### config.mk
export PLATFORM = sky130hd
export DESIGN_NAME = salc_ram
export DESIGN_NICKNAME = d
export VERILOG_FILES = /design/src/rtl/core/salc_ram.sv
export SDC_FILE = /design/constraint.sdc
export NUM_CORES = 1
export LEC_CHECK = 0
export ABC_AREA = 0
export BUFFER_PORTS_ARGS = -buffer_cell sky130_fd_sc_hd__buf_2
export CORE_MARGIN = 4
export CORE_UTILIZATION = 35
export CTS_CLUSTER_SIZE = 25
export DETAILED_ROUTE_END_ITERATION = 10
export HOLD_SLACK_MARGIN = 0.02
export SLEW_MARGIN = 15
export SYNTH_ARGS = -nofsm -noshare
export SYNTH_HDL_FRONTEND = slang
export SYNTH_SLANG_ARGS = --single-unit
### constraint.sdc
create_clock -name clk -period 2.3 [get_ports clk]
set_clock_uncertainty 0.05 [all_clocks]
set_input_delay 0.46 -clock clk [delete_from_list [all_inputs] [get_ports clk]]
set_output_delay 0.46 -clock clk [all_outputs]
set_load 0.05 [all_outputs]
### src/rtl/core/salc_ram.sv
// Generic single-write, single-read RAM with registered read data.
`timescale 1ns / 1ps
`default_nettype none
module salc_ram #(
  parameter int WIDTH = 8,
  parameter int DEPTH = 16,
  parameter int AW    = (DEPTH > 1) ? $clog2(DEPTH) : 1
) (
  input  wire logic             clk,
  input  wire logic             we,
  input  wire logic [AW-1:0]    waddr,
  input  wire logic [WIDTH-1:0] wdata,
  input  wire logic             re,
  input  wire logic [AW-1:0]    raddr,
  output logic      [WIDTH-1:0] rdata
);

  logic [WIDTH-1:0] mem [DEPTH];
  logic [WIDTH-1:0] rdata_r;

  always_ff @(posedge clk) begin
    if (we) begin
      mem[waddr] <= wdata;
    end
    if (re) begin
      rdata_r <= mem[raddr];
    end
  end

  assign rdata = rdata_r;

endmodule
`default_nettype wire

# Word-level counts from Yosys, hierarchy flattened
# Memories as Yosys holds them, arrays and structs flattened. A register that Yosys moved wholly into a read port is not among the register bits.
# Cells that the tools add are included.
[word_totals]
regBits = 0
mem_bits_rw = 128
mem_count = 1
[op_classes]
n_mux = 2
[memory_table]
columns = ["name", "words", "width", "read_ports", "rd_clocked_by_memory_dff", "wr", "line_no", "text"]
rows = [
  ["mem", 16, 8, 1, 1, 1, "18", "logic [WIDTH-1:0] mem [DEPTH];"],
]
[ops]
columns = ["cell", "n"]
rows = [
  ["1-bit 2-to-1 mux", 2],
]

# Depth between registers and ports, before layout
# Gate-level depths: netlist of the first run.
[depth]
depth_word = 2
mapped_depth = 5
ltp_nobuf = 3

# Least setup slack after synthesis of the first run
# Ideal clock, no wire load.
[synth_path]
path_kind = "input-to-reg"
startpoint = "input waddr[2]"
endpoint = "memory mem[0][0] (enable)"
setup_time_ns = 0.383
arrival_time_ns = 1.570
slack_ns = 0.297
cell_stages = 2
n_path_buf = 0
cell_sequence = "or3b_2 nor3_1"
[synth_lines]
columns = ["item", "line_no", "text"]
rows = [
  ["start, declared", "11", "input wire logic [AW-1:0] waddr,"],
  ["end, declared", "18", ""],
]
# Straight into the memory's write port.

# Worst setup path in the final report of the first run
[layout_path]
startpoint = "register rdata_r[0], in the netlist rdata[0] (read register of mem)"
endpoint = "output rdata[0]"
[layout_lines]
columns = ["item", "line_no", "text"]
rows = [
  ["start, declared", "19", "logic [WIDTH-1:0] rdata_r;"],
  ["end, declared", "15", "output logic [WIDTH-1:0] rdata"],
]
# No word-level cell between the ends.

==> results of run 1 <==
## cell type report
class                      count  area [um^2]
sequential                   136         4084
clock buffer                  19        432.9
multi-input combinational     83         1057
clock inverter                13        178.9
tap                          184        230.2
fill                        1228         8280
timing repair buffer          47        325.3
## per-layer routing
layer  vias to the layer above  GRT usage [%]  share of wire, %  wire length, um
met5                         -              0                 0                0
met4                         0          4.523               1.2              119
met3                        12          3.807               5.9              588
met2                        66          17.89                46             4606
met1                      1288          18.47                47             4675
li1                       1096              -                 -                -
## layout by cell type, fill, tap and decap left out
cell and instances:
clkinvlp_4 4, nand3_1 1, and2b_1 1, buf_4 18
nor2b_1 1, and2_1 1, clkbuf_16 17, nand3b_1 2
nand2b_1 2, edfxtp_1 136, clkbuf_1 2, nor2_1 13
clkinv_2 4, a22oi_1 16, bufinv_16 4, or3b_2 1
mux4_1 14, buf_12 3, buf_2 26, clkinv_4 1
nand2_1 9, mux4_2 18, nor3_1 4
## power by group through the flow
stage                     registers [mW]  clock network [mW]  logic (mW)
after detailed placement            2.86                   0       0.304
after CTS                           2.81                2.84       0.305
after floorplan                     2.90                   0       0.141
after global placement              2.86                   0       0.299
final                               2.81                2.80       0.298
after global routing                2.81                2.95       0.323
## state kept, by name (all words and copies together) (netlist names)
name and flops:
mem 128, rdata 8
## synth_stat cells, types with 2 or more instances
library cell	count
clkdlybuf4s25_2	3
nor2_1	13
nor3_1	4
mux4_2	18
mux4_1	14
nand2_1	9
buf_6	3
buf_2	3
a22oi_1	16
edfxtp_1	136
nand3b_1	2
nand2b_1	2
## path summary, 6_finish.rpt
check              from  endpoint  cells after the start
max            rdata[0]  rdata[0]                      1
min                  re  rdata[3]                      1
max reg2reg   mem[7][6]  rdata[6]                      3
min reg2reg  mem[11][2]  rdata[2]                      3
## cell families (layout without fill, tap and decap cells)
family	Yosys count	in the layout	share of synthesized area [%]
mux	32	32	14.79
flops	136	136	78.12
simple gates	35	35	3.136
compound gates	16	16	2.298
buf+inv	10	79	1.651
==> results_dict.tcl, run 1 <==
set metrics [dict create \
    status "finished, final reports clean" \
    ys_warn_count 0 \
    peakVddDrop_mv 0.5542 \
    synth_top_area_share_pct 78.12 \
    finalSetupViolations 0 \
    wire_per_inst_um 20.73 \
    required_ps 1790 \
    num_rows 44 \
    antenna_left 0 \
    grt_max_degree 33 \
    finalHoldViolCount 0 \
    synthTopCellsByArea "edfxtp_1, mux4_2, mux4_1" \
    pwr-share-comb_pct 5.1 \
    numCtsBuffers 17 \
    switchingPower_mw 1.196 \
    start_util_pct 35.83 \
    hold_buffers 0 \
    die_w_um 130.2 \
    grt_first_pass_wirelength_um 15150 \
    drv_cap 0 \
    syn_inst 229 \
    cts_setup_buffers 0 \
    postLayoutCoreUtil_pct 43.24 \
    rsz0062_at_grt "no" \
    layout_min_cycle_time_ps 1617 \
    critPathLaunchType "flop" \
    tightest_slew_ps 391.1 \
    dr.pass1.iters 5 \
    antenna_found_initial 0 \
    yosysSeqAreaShare_pct 78.12 \
    whs_ps 367.2 \
    cp.arrival_ps 1110 \
    min_period_over_period_pct 70.30 \
    clock-sinks 136 \
    setup_tns_ps 0 \
    path_delay_family "flip-flops" \
    p_sw_share_pct 20.25 \
    crit_path_max_incr_delay_ps 400 \
    synth_edf_count 136 \
    place_area_mm2 0.005697 \
    power.leakage_nw 2.123 \
    async_reset_ff_share_pct 0 \
    slowest_stage "edfxtp_1" \
    pwr-share-clk_pct 47.4 \
    syn-num-nets 248 \
    layout.nets 304 \
    grt_remaining_overflow 0 \
    fin_ws_ps 683.1 \
    path_class "reg -> out" \
    ctsResizeCount 0 \
    syn_area_mm2 0.005228 \
    r2r_slack_ps 770 \
    crit_chain "buf_2" \
    area_growth_pct 20.68 \
    synth_cell_type_count 18 \
    maxSlewHeadroom_pct 73.93 \
    die_h_um 130.2 \
    postLayoutCellArea_mm2 0.006309 \
    crit_buf_inv 1 \
    place.port_buffers 26 \
    clk_latency_ps 410 \
    p_seq_share_pct 47.5 \
    core_mm2 0.01459 \
    diodes 0 \
    synth_ff_type "edfxtp_1" \
    vias 2462 \
    dp_cells 450 \
    p_int_mw 4.712 \
    max-clock-path-buffers 2 \
    drive_above_1_share_pct 32.21 \
    fin_cells 482 \
    powerDensity_mw_per_mm2 936.6 \
    yosysTopAreaCell "edfxtp_1" \
    avgSynthCellArea_um2 22.83 \
    root_buffer "clkbuf_16" \
    vias_per_cell 5.108 \
    grt_pass1_vias 2534 \
    max_freq_mhz 618.5 \
    globalRouteTotalUtil_pct 12.60 \
    dpl.hpwl_um 6332 \
    post-route-drc-count 0 \
    finalPower_mw 5.909 \
    drt_iter0_drc 241 \
    die-area_mm2 0.01695 \
    cts_tree "yes" \
    ys_ff_latch 136 \
    hold_class "in -> reg" \
    gp_congestion 0.7177 \
    critPathCaptureType "output port" \
    pre_cts_slack_ps 273.9 \
    finalWirelength_um 9990 \
    ctsHtreeMaxLevel 4 \
    pin_count 27 \
    cp_max_fo 1 \
    drv_slew 0 \
    path_clk_slew_ps 60 \
]
(Power assumes the default switching activity.)
==> inputs of run 2 (changes only) <==
--- a/config.mk
+++ b/config.mk
@@ -5,7 +5,7 @@
 export SDC_FILE = /design/constraint.sdc
 export NUM_CORES = 1
 export LEC_CHECK = 0
-export ABC_AREA = 0
+export ABC_AREA = 1
 export BUFFER_PORTS_ARGS = -buffer_cell sky130_fd_sc_hd__buf_2
 export CORE_MARGIN = 4
 export CORE_UTILIZATION = 35
==> constraint.sdc (replaced) <==
create_clock -name clk -period 1.7 [get_ports clk]
set_clock_uncertainty 0.05 [all_clocks]
set_input_delay 0.34 -clock clk [delete_from_list [all_inputs] [get_ports clk]]
set_output_delay 0.34 -clock clk [all_outputs]
set_load 0.05 [all_outputs]
==> run 2 against run 1 <==
Area after synthesis grew 12%. Cell count up 71%. Largest power group unchanged. Critical path depth stayed put.
==> results_dict.tcl, run 2 <==
set metrics [dict create \
    r2r_slack_ps 480 \
    vias 3968 \
    die-area_mm2 0.01884 \
    syn_inst 551 \
    cts_setup_buffers 0 \
    globalRouteTotalUtil_pct 15.27 \
    worstHoldStart "re" \
    layout.nets 616 \
    synth_cell_type_count 11 \
    finalSetupViolations 0 \
    dr.pass1.iters 5 \
    dr_wl_met3_um 933 \
    whs_ps 231.3 \
    layout_commonest_cell "nand2_1" \
    numCtsBuffers 17 \
    powerDensity_mw_per_mm2 1160 \
    maxSlewHeadroom_pct 59.13 \
    gp_congestion 0.8721 \
    pwr-share-comb_pct 6.6 \
    drive_above_1_share_pct 13.93 \
    largest_register_ffs 128 \
    postLayoutCoreUtil_pct 42.87 \
    place.port_buffers 26 \
    synth_top_area_share_pct 69.85 \
    layout_min_cycle_time_ps 1410 \
    crit_path_max_incr_delay_ps 340 \
    clk_latency_ps 410 \
    synth_ff_type "edfxtp_1" \
    crit_buf_inv 1 \
    critPathCaptureType "output port" \
    hold_class "in -> reg" \
    syn-num-nets 570 \
    die_w_um 137.3 \
    critPathLaunchType "flop" \
    peakVddDrop_mv 0.6457 \
    place_area_mm2 0.006306 \
    finalWirelength_um 13550 \
    cp_max_fo 1 \
    max_freq_mhz 709.4 \
    die_h_um 137.3 \
    hold_buffers 0 \
    rsz0062_at_grt "no" \
    rr_worst_depth 6 \
    path_class "reg -> out" \
    core_mm2 0.01612 \
    synth.most_common_cell "nand2_1" \
    ctsResizeCount 0 \
    yosysSeqAreaShare_pct 69.85 \
    wire_per_inst_um 16.40 \
    wl_met1_um 6034 \
    clock-sinks 136 \
    power.leakage_nw 2.955 \
    slowest_stage "edfxtp_1" \
    regToRegEndpoint "rdata[5]" \
    max-clock-path-buffers 2 \
    pin_count 27 \
    status "finished, final reports clean" \
    yosysTopAreaCell "edfxtp_1" \
    worstHoldPathCells 1 \
    grt_remaining_overflow 0 \
    cp.arrival_ps 1020 \
    dr_wl_met2_um 6330 \
    grt_pass1_vias 3784 \
    post-route-drc-count 0 \
    antenna_found_initial 0 \
    yosys-top-cells-count "nand2_1, edfxtp_1, inv_1" \
    drv_cap 0 \
    switchingPower_mw 1.788 \
    diodes 0 \
    avgSynthCellArea_um2 10.61 \
    num_rows 46 \
    path_clk_slew_ps 60 \
    grt_first_pass_wirelength_um 21090 \
    async_reset_ff_share_pct 0 \
    root_buffer "clkbuf_16" \
    start_util_pct 36.28 \
    synth_edf_count 136 \
    drv_slew 0 \
    antenna_left 0 \
    p_int_mw 6.228 \
    postLayoutCellArea_mm2 0.006909 \
    dpl.hpwl_um 8677 \
    reg2reg_from "mem[7][5]" \
    p_seq_share_pct 47.4 \
    layout_common_cells "nand2_1, edfxtp_1, inv_1, nand3_1, buf_2" \
    syn_area_mm2 0.005847 \
    vias_per_cell 4.804 \
    hold_end "rdata[0]" \
    tightest_slew_ps 612.1 \
    setup_tns_ps 0 \
    synthTopCellsByArea "edfxtp_1, nand2_1, nand3_1" \
    finalHoldViolCount 0 \
    drt_iter0_drc 421 \
    top_register "mem" \
    ys_warn_count 0 \
    required_ps 1310 \
    routed.top_layer "met4" \
    area_growth_pct 18.17 \
    crit_chain "buf_2" \
    ctsHtreeMaxLevel 4 \
    ys_ff_latch 136 \
    p_sw_share_pct 22.31 \
    grt_max_degree 42 \
    pwr-share-clk_pct 46.0 \
    path_delay_family "flip-flops" \
    min_period_over_period_pct 82.92 \
    cts_tree "yes" \
]
## run 2: worst max-delay path by stage
stage,to,slack [ps],cells after the start,from
after global placement,rdata[0],60,6,raddr[1]
after CTS,rdata[3],270,1,rdata[3]
final,rdata[2],290,1,rdata[2]
after floorplan,mem[10][0],360,2,waddr[2]
after global routing,rdata[3],240,1,rdata[3]
after detailed placement,rdata[4],50,6,raddr[1]
## run 2: area by class of cell
cell class	instances	area, um^2
tap	216	270.3
inverter	102	382.9
sequential	136	4084
multi-input combinational	289	1214
clock inverter	15	177.7
clock buffer	17	425.4
timing repair buffer	51	355.3
fill	1528	9206
## run 2: power by group through the flow
stage / Combinational, mW / Clock (mW) / Sequential, mW
CTS: 0.530 / 3.75 / 3.80
floorplan: 0.265 / 0 / 3.92
finish: 0.529 / 3.69 / 3.80
global route: 0.577 / 3.92 / 3.80
global placement: 0.522 / 0 / 3.87
detailed placement: 0.527 / 0 / 3.87
## run 2: cell families after synthesis
group,after synthesis,share of synthesized area (%)
flip-flops,136,69.85
AND/OR/NAND/NOR,289,20.76
buffers and inverters,126,9.394
## run 2: routing by layer
metal | vias up | track usage [%]
li1 | 1872 | -
met2 | 148 | 23.35
met3 | 17 | 4.127
met4 | 0 | 5.820
met5 | - | 0
met1 | 1931 | 20.83
## run 2: stage by stage
stage	setup slack (ps)	cells	power, mW
floorplan	359.2	551	4.187
global placement	64.57	794	4.389
detailed placement	54.08	794	4.394
CTS	274.3	826	8.080
global route	238.1	826	8.298
finish	290.3	826	8.016
==> inputs of run 3 (changes only) <==
==> constraint.sdc (replaced) <==
create_clock -name clk -period 1.3 [get_ports clk]
set_clock_uncertainty 0.05 [all_clocks]
set_input_delay 0.26 -clock clk [delete_from_list [all_inputs] [get_ports clk]]
set_output_delay 0.26 -clock clk [all_outputs]
set_load 0.05 [all_outputs]
==> run 3 against run 2 <==
The flow now finishes with violations (setup timing). Clock-buffer cell count unchanged. Clock power up 50%. Utilization up 0.94 points. Largest power group is now clock. Setup slack worse by 300 ps. First-iteration DRC count up 14%. Cell count up 0.24%. Hold slack worse by 79 ps. Sequential power up 31%. Register-to-register slack worse by 440 ps. Die area unchanged. Non-clock buffer count up 2. Via count down 2.0%.
==> results_dict.tcl, run 3 (synthesis gave the netlist of run 2 again) <==
set metrics [dict create \
    status "complete, but fails checks" \
    violations "setup timing" \
    num_rows 46 \
    area_growth_pct 20.76 \
    fin_ws_ps -13.12 \
    die-area_mm2 0.01884 \
    power.leakage_nw 3.035 \
    grt_remaining_overflow 0 \
    drt_iter0_drc 479 \
    antenna_found_initial 1 \
    grt_pass1_vias 3951 \
    largest_register_ffs 128 \
    path_clk_slew_ps 60 \
    drv_slew 0 \
    rr_worst_depth 6 \
    dpl.hpwl_um 8718 \
    reg2reg_from "mem[7][1]" \
    clk_latency_ps 420 \
    tightest_slew_ps 573.9 \
    critPathCaptureType "output port" \
    grt_max_degree 65 \
    crit_chain "buf_6" \
    root_buffer "clkbuf_16" \
    ctsHtreeMaxLevel 4 \
    layout_common_cells "nand2_1, edfxtp_1, inv_1, nand3_1, buf_4" \
    die_h_um 137.3 \
    layout_commonest_cell "nand2_1" \
    top_register "mem" \
    place_area_mm2 0.006321 \
    min_period_over_period_pct 101.0 \
    drv_cap 0 \
    die_w_um 137.3 \
    ctsResizeCount 15 \
    hold_end "rdata[4]" \
    setup_tns_ps -13.12 \
    multi_input_area_mm2 0.001224 \
    grt_first_pass_wirelength_um 21710 \
    finalHoldViolCount 0 \
    diodes 0 \
    path_delay_family "flip-flops" \
    path_class "reg -> out" \
    finalSetupViolations 1 \
    powerDensity_mw_per_mm2 1591 \
    regToRegEndpoint "rdata[1]" \
    vias_per_cell 4.697 \
    hold_class "in -> reg" \
    slowest_stage "edfxtp_1" \
    vias 3889 \
    crit_path_max_incr_delay_ps 410 \
    clock-sinks 136 \
    r2r_slack_ps 40 \
    post-route-drc-count 0 \
    core_mm2 0.01612 \
    pin_count 27 \
    peakVddDrop_mv 0.9332 \
    antenna_left 0 \
    hold_buffers 0 \
    maxSlewHeadroom_pct 61.69 \
    nFillCells 1519 \
    worstHoldPathCells 1 \
    cts_tree "yes" \
    layout.nets 618 \
    max_freq_mhz 761.5 \
    max-clock-path-buffers 2 \
    dr.pass1.iters 5 \
    cp.arrival_ps 1000 \
    whs_ps 151.9 \
    required_ps 990 \
    worstHoldStart "re" \
    rsz0062_at_grt "yes" \
    numCtsBuffers 17 \
    start_util_pct 36.28 \
    crit_start "rdata[3]" \
    postLayoutCellArea_mm2 0.007061 \
    cp_max_fo 1 \
    layout_min_cycle_time_ps 1313 \
    globalRouteTotalUtil_pct 15.71 \
    gp_congestion 0.9250 \
    wire_per_inst_um 16.30 \
    postLayoutCoreUtil_pct 43.81 \
    cts_setup_buffers 0 \
    drive_above_1_share_pct 14.22 \
    crit_cells 1 \
    critPathLaunchType "flop" \
    finalWirelength_um 13500 \
    place.port_buffers 26 \
    register_area_mm2 0.004084 \
    crit_buf_inv 1 \
]
## run 3: where the power goes
part | internal, mW | total (mW) | leakage, nW | switching, mW
clock | 3.76 | 5.55 | 0.332 | 1.79
combinational | 0.217 | 0.714 | 1.47 | 0.497
sequential | 4.94 | 4.97 | 1.24 | 0.0300
total | 8.92 | 11.2 | 3.04 | 2.31
## run 3: stage by stage
step                power [mW]  setup slack (ps)  cells
finish                   11.24            -13.12    828
global route             11.63            -44.77    828
CTS                      11.29            -26.89    828
detailed placement       5.748            -280.1    796
global placement         5.737            -248.7    796
floorplan                5.475             39.16    551
## run 3: metal layers
| layer | vias to the layer above | wire (um) | global-route usage, % |
|---|---|---|---|
| li1 | 1883 | - | - |
| met1 | 1858 | 6078 | 20.84 |
| met2 | 121 | 6411 | 24.33 |
| met3 | 25 | 697 | 4.018 |
| met4 | 2 | 299 | 7.095 |
| met5 | - | 13 | 0 |
## run 3: worst max path at each step
stage / endpoint
after CTS: rdata[3]
final: rdata[3]
after detailed placement: rdata[1]
after global routing: rdata[3]
after floorplan: mem[4][0]
after global placement: rdata[1]
## run 3: final cells by class
| cell class | count | area share (%) |
|---|---|---|
| Clock buffer | 17 | 6.025 |
| Tap cell | 216 | 3.828 |
| Multi-Input combinational cell | 289 | 17.33 |
| Sequential cell | 136 | 57.84 |
| Timing Repair Buffer | 53 | 5.954 |
| Clock inverter | 15 | 3.597 |
| Inverter | 102 | 5.423 |
